$ cat src/blid_pkg.sv
// Shared constants, codes and the cell control struct for the bounded list.
package blid_pkg;

   localparam int CAPACITY_DEF = 16;
   localparam int VALUE_W      = 8;
   localparam int ACTION_W     = 2;
   localparam int POS_W        = 4;
   localparam int STATUS_W     = 2;

   localparam logic [ACTION_W-1:0] ACT_PUSH_FRONT = 2'd0;
   localparam logic [ACTION_W-1:0] ACT_PUSH_BACK  = 2'd1;
   localparam logic [ACTION_W-1:0] ACT_DELETE     = 2'd2;

   localparam logic [STATUS_W-1:0] ST_DONE  = 2'd0;
   localparam logic [STATUS_W-1:0] ST_FULL  = 2'd1;
   localparam logic [STATUS_W-1:0] ST_RANGE = 2'd2;

   // Broadcast to every cell; flags are set only for operations that succeed.
   typedef struct packed {
      logic               push_front;
      logic               push_back;
      logic               remove;
      logic [VALUE_W-1:0] value;
   } cell_ctl_type;

endpackage

$ cat src/blid_cell.sv
// One list cell: holds one entry and shifts with its neighbors.
module blid_cell
   import blid_pkg::*;
#(
   parameter int CNT_W      = 5,
   parameter int CELL_INDEX = 0
) (
   input  logic               clock,
   input  cell_ctl_type       ctl,
   input  logic [CNT_W-1:0]   count,
   input  logic [CNT_W-1:0]   del_pos,
   input  logic [VALUE_W-1:0] left_value,
   input  logic [VALUE_W-1:0] right_value,
   output logic [VALUE_W-1:0] entry
);

   localparam logic [CNT_W-1:0] IDX = CNT_W'(CELL_INDEX);

   logic [VALUE_W-1:0] entry_ff;
   logic [VALUE_W-1:0] entry_in;

   always_comb begin
      priority if (ctl.push_front) begin
         entry_in = left_value;
      end else if (ctl.push_back && (IDX == count)) begin
         entry_in = ctl.value;
      end else if (ctl.remove && (IDX >= del_pos)) begin
         entry_in = right_value;
      end else begin
         entry_in = entry_ff;
      end
   end

   always_ff @(posedge clock) begin
      entry_ff <= entry_in;
   end

   assign entry = entry_ff;

endmodule

$ cat src/bounded_list_insert_delete_top.sv
// Top level of the bounded ordered byte list built from a row of shift cells.
//
//   channel   ports                                         handshake
//   request   req_action, req_value, req_position           start & !busy
//   result    rsp_status, rsp_removed_value, rsp_length,    rsp_valid strobe
//             rsp_front_value
//
// One request per cycle while busy is low; its result strobes in the cycle after acceptance.
// Every cell that moves shifts on the edge that accepts the request.
// Reset is synchronous; busy is high during reset and the cycle after it.
// The receiver cannot stall: each result is shown for exactly one cycle.
module bounded_list_insert_delete_top
   import blid_pkg::*;
#(
   parameter int CAPACITY = CAPACITY_DEF,
   localparam int CNT_W   = $clog2(CAPACITY + 1)
) (
   input  logic                clock,
   input  logic                reset,
   input  logic                start,
   output logic                busy,
   input  logic [ACTION_W-1:0] req_action,
   input  logic [VALUE_W-1:0]  req_value,
   input  logic [POS_W-1:0]    req_position,
   output logic                rsp_valid,
   output logic [STATUS_W-1:0] rsp_status,
   output logic [VALUE_W-1:0]  rsp_removed_value,
   output logic [CNT_W-1:0]    rsp_length,
   output logic [VALUE_W-1:0]  rsp_front_value
);

   localparam int CMP_W = (CNT_W > POS_W) ? CNT_W : POS_W;

   logic                busy_ff;
   logic                valid_ff;
   logic [CNT_W-1:0]    count_ff, count_in;
   logic [STATUS_W-1:0] status_ff, status_in;
   logic [VALUE_W-1:0]  removed_ff, removed_in;

   logic                accept;
   logic                full;
   logic                pos_ok;
   logic [CNT_W-1:0]    pos_cnt;
   logic [VALUE_W-1:0]  sel_value;
   cell_ctl_type        ctl;
   logic [VALUE_W-1:0]  entry [CAPACITY];

   assign accept  = start & ~busy_ff;
   assign full    = (count_ff == CNT_W'(CAPACITY));
   assign pos_ok  = CMP_W'(req_position) < CMP_W'(count_ff);
   // only used when pos_ok, so the value fits
   assign pos_cnt = CNT_W'(req_position);

   always_comb begin
      sel_value = '0;
      for (int i = 0; i < CAPACITY; i++) begin
         if (CNT_W'(i) == pos_cnt) begin
            sel_value = entry[i];
         end
      end
   end

   always_comb begin
      ctl.push_front = 1'b0;
      ctl.push_back  = 1'b0;
      ctl.remove     = 1'b0;
      ctl.value      = req_value;
      count_in       = count_ff;
      status_in      = ST_DONE;
      removed_in     = '0;
      if (accept) begin
         unique case (req_action)
            ACT_PUSH_FRONT, ACT_PUSH_BACK: begin
               if (full) begin
                  status_in = ST_FULL;
               end else begin
                  ctl.push_front = (req_action == ACT_PUSH_FRONT);
                  ctl.push_back  = (req_action == ACT_PUSH_BACK);
                  count_in       = count_ff + CNT_W'(1);
               end
            end
            ACT_DELETE: begin
               if (!pos_ok) begin
                  status_in = ST_RANGE;
               end else begin
                  ctl.remove = 1'b1;
                  removed_in = sel_value;
                  count_in   = count_ff - CNT_W'(1);
               end
            end
            default: begin
               status_in = ST_DONE;
            end
         endcase
      end
   end

   for (genvar g = 0; g < CAPACITY; g++) begin : g_cell
      logic [VALUE_W-1:0] left_v;
      logic [VALUE_W-1:0] right_v;
      if (g == 0) begin : g_first
         assign left_v = req_value;
      end else begin : g_mid
         assign left_v = entry[g-1];
      end
      if (g == CAPACITY - 1) begin : g_last
         assign right_v = entry[g];
      end else begin : g_inner
         assign right_v = entry[g+1];
      end
      blid_cell #(
         .CNT_W      (CNT_W),
         .CELL_INDEX (g)
      ) u_cell (
         .clock       (clock),
         .ctl         (ctl),
         .count       (count_ff),
         .del_pos     (pos_cnt),
         .left_value  (left_v),
         .right_value (right_v),
         .entry       (entry[g])
      );
   end

   always_ff @(posedge clock) begin
      if (reset) begin
         busy_ff  <= 1'b1;
         valid_ff <= 1'b0;
         count_ff <= '0;
      end else begin
         busy_ff  <= 1'b0;
         valid_ff <= accept;
         count_ff <= count_in;
      end
   end

   always_ff @(posedge clock) begin
      status_ff  <= status_in;
      removed_ff <= removed_in;
   end

   assign busy              = busy_ff;
   assign rsp_valid         = valid_ff;
   assign rsp_status        = status_ff;
   assign rsp_removed_value = removed_ff;
   assign rsp_length        = count_ff;
   assign rsp_front_value   = (count_ff != '0) ? entry[0] : '0;

endmodule

$ cat config.mk
export PLATFORM = sky130hd
export DESIGN_NAME = bounded_list_insert_delete_top
export DESIGN_NICKNAME = d
export VERILOG_FILES = /design/src/blid_pkg.sv /design/src/blid_cell.sv /design/src/bounded_list_insert_delete_top.sv
export SDC_FILE = /design/constraint.sdc
export NUM_CORES = 1
export LEC_CHECK = 0
export ABC_CLOCK_PERIOD_IN_PS = 4900
export BUFFER_PORTS_ARGS = -buffer_cell sky130_fd_sc_hd__buf_2
export CAP_MARGIN = 5
export CORE_MARGIN = 2
export CORE_UTILIZATION = 59
export CTS_BUF_LIST = sky130_fd_sc_hd__clkbuf_2
export DETAILED_ROUTE_END_ITERATION = 7
export GPL_ROUTABILITY_DRIVEN = 0
export PLACE_DENSITY = 0.9
export SETUP_SLACK_MARGIN = 0.05
export SKIP_LAST_GASP = 1
export SLEW_MARGIN = 20
export SYNTH_ARGS = -nofsm -noshare
export SYNTH_HDL_FRONTEND = slang
export SYNTH_HIERARCHICAL = 1
export SYNTH_SLANG_ARGS = --single-unit
$ cat constraint.sdc
create_clock -name clock -period 4.9 [get_ports clock]
set_input_delay 0.98 -clock clock [delete_from_list [all_inputs] [get_ports clock]]
set_output_delay 0.98 -clock clock [all_outputs]
set_load 0.02 [all_outputs]
==> metrics <==
status finished with violations; failing checks DRC; number of global-route vias before repair 8468; worst relative slew slack between 20% and 30%; post-layout net count about 1100; Final HPWL DP between 15000 and 20000 um; top library cells by usage in the layout, fill and taps aside 157 x a21oi_1, 153 x nor2b_1, 136 x a31oi_1, 128 x edfxtp_1, 91 x o21ai_0; number of buffers created by CTS 17; layout cells sized above 1 12.20%; power density over cell area approximately 240 mW/mm^2; area inside the core boundary between 0.015 and 0.02 mm^2; fin util around 64%; path category of the worst min-delay check in2reg; antenna violations before repair 1; Worst Path Max Fanout 36; Boundary Pins 42; max-slew violations 0; Die X-Extent between 100 and 150 um; post-route design area between 0.01 and 0.015 mm^2; cts-stage hold buffer count 0; number of standard cells after synthesis about 1100; clk sinks around 150; Cell Count, Final, Fillers Out 1319; switching power 772.7 uW; post-synthesis cell type count a little over 70; Comb pwr share between 10% and 20%; starting density of the core about three fifths; clock tree root buffer cell clkbuf_2; Critical Path Sink Type flip-flop; portion of the post-synthesis area used by sequential elements around two fifths; number of H-tree branching levels 4; number of max-cap violations 0; library cell with the largest summed area after synthesis edfxtp_1; most repeated library cell on the critical path inv_1; arrival time at the worst endpoint 3.99 ns; worst ir drop on vdd ~0.14 mV; total of flip-flops plus latches after synthesis between 100 and 150; total setup buffers inserted after CTS 0; transition at the pin with the smallest max-transition slack 1.054 ns; detailed-routing iteration count for the pre-antenna-repair pass 8; Leak Pwr approximately 0.0034 uW; Max stage delay on crit path slightly below 0.6 ns; row cnt 47; Yosys top cell area share a little under two fifths; cell type of the slowest stage on the worst timing path o21ai_1; number of hold-slack violations in the final timing report 0; post-CTS resize count 0; cells taking the most area after synthesis edfxtp_1 38%, nor2b_1 9.5%, a31oi_1 8.4%, a21oi_1 7.8%, o21ai_0 4.6%; Worst Reg-to-Reg Cells 8; period utilization between 70% and 80%; die height about 130 um; wirelength, routed around 30000 um; residual antenna-violating net count after detailed routing 0; total global-route track usage 33.24%; number of cells in the design after placement between 1000 and 1500; pin count of the biggest net entering global routing between 100 and 150; average instance area after synthesis between 9 and 10 um^2; critical path cell sequence buf_4, inv_1, ha_1, a21oi_1, o21ai_1, inv_1, a31oi_1, o21ai_0; commonest non-fill, non-tap cell in the layout a21oi_1; count of unresolved DRC violations after routing 2; post-CTS clock slew at the launch and capture registers of the worst setup and hold paths approximately 0.26 ns; worst-case clock skew 0.05008 ns; post-layout min period 3.545 ns; number of DRC markers in iteration 0 around 1700; source-to-sink clock delay at the later pin of the worst-skew pair between 0.8 and 0.9 ns; critical path class reg2reg; setup repair after global routing missed its margin false; routed wire length per instance roughly 23 um; data required time of the worst path roughly 5.4 ns; Synth warnings 6; layout overhead on the synthesized area 4.961%; post-synthesis async set-or-reset flop share 0%; Max Fclk 282.1 MHz; number of endpoints failing setup at the final stage 0; clock tree from TritonCTS built; area of the die 0.01816 mm^2; total negative slack for setup checks 0 ns; post-synthesis instance area between 0.01 and 0.015 mm^2; Max clock buf depth 2; Switching Fraction between 30% and 40%; first-pass GRT wire length 46330 um; area after detailed placement between 0.01 and 0.015 mm^2; number of cells on the worst hold path 1; cell internal power dissipation 1748 uW; clock network power share a little under 30%; Avg Vias per Cell 7.130; Reg power frac between 50% and 60%; EDFF count, synth around 130; total overflow reported by the global router 0; Port Buffers 41; startpoint class of the critical path flip-flop; overall via count from detail_route between 9000 and 10000; dominant register cell in the synthesized netlist edfxtp_1
## Yosys cell counts, types with 3 or more instances
master and n:
xnor2_1 3, nand4b_1 4, a311oi_1 3, o21ai_0 93, ha_1 6, or4b_1 4
a31oi_1 136, buf_6 21, or2_2 3, nand3_1 3, nand2b_1 14, buf_1 3
mux2_2 7, edfxtp_1 128, and4b_1 4, o21ai_1 59, inv_1 17, nor4b_2 3
and4bb_1 9, mux4_2 14, or2_1 3, nor2b_1 153, o2bb2ai_1 4, clkbuf_1 11
dfxtp_1 17, nor2_2 3, a221oi_1 8, a21o_1 3, nor2_1 24, nor3_1 8
o22ai_1 8, mux2i_1 20, buf_2 27, nand2_1 18, a21oi_1 157, nand4bb_2 7
nor4_1 4, and2_1 5
## registers in the layout, indices dropped and copies added, names as in the netlist
| name | flops |
|---|---|
| rsp_valid | 1 |
| rsp_length | 5 |
| rsp_status | 2 |
| busy | 1 |
| g_cell.u_cell/entry | 128 |
| rsp_removed_value | 8 |
## path summary, 6_finish.rpt
check                           slack (ns)                          to          start
worst max register to register        1.36  g_cell[14].u_cell/entry[5]  rsp_length[3]
worst max-delay path                  1.36  g_cell[14].u_cell/entry[5]  rsp_length[3]
worst min register to register        0.58               rsp_status[0]  rsp_length[0]
worst min-delay path                  0.32                        busy          reset
## through the flow
step	hold WS [ns]	worst slack, ns	power, uW
4_1_cts	0.2906	1.372	2499
3_3_place_gp	0.5488	1.074	1783
6_report	0.3215	1.355	2521
5_1_grt	0.2811	1.087	2594
2_1_floorplan	0.5752	0.6731	1674
3_5_place_dp	0.5535	0.9825	1794
## layout make-up
cell class / count / area, um^2
Antenna cell: 1 / 2.502
Fill cell: 1337 / 6053
Clock inverter: 15 / 157.7
Inverter: 19 / 71.32
Clock buffer: 17 / 85.08
Multi-Input combinational cell: 843 / 5460
Timing Repair Buffer: 59 / 352.8
Sequential cell: 145 / 4184
Tap cell: 220 / 275.3
## kinds of logic (layout without fill, tap and decap cells)
group,Yosys count,after routing,share of synthesized area (%)
mux,41,41,5.891
flops,145,145,41.47
other cells,1,17,0.03717
compound gates,490,490,27.38
xor+xnor,3,3,0.2605
simple gates,286,286,18.95
fa+ha+maj,7,7,0.9426
buf+inv,83,110,5.060
## layer usage
metal / track usage, % / vias to the layer above / share of wire, %
met5: 0 / - / 0
met4: 17.19 / 0 / 5.0
met3: 8.296 / 138 / 14
met2: 49.41 / 832 / 44
met1: 45.28 / 4270 / 37
li1: - / 4164 / -
## power by group through the flow
stage / combinational (uW) / clock (uW) / sequential, uW
after floorplan: 244 / 0 / 1430
after global placement: 354 / 0 / 1430
after detailed placement: 364 / 0 / 1430
after CTS: 365 / 730 / 1400
after global routing: 407 / 780 / 1410
final: 379 / 736 / 1410
## critical path, delay by kind of cell, from the launching register on
family / cells / cell delay (ns)
compound gates: 4 / 1.37
fa+ha+maj: 1 / 0.31
flops: 1 / 0.39
buf+inv: 3 / 1.09
(Power assumes the default switching activity.)
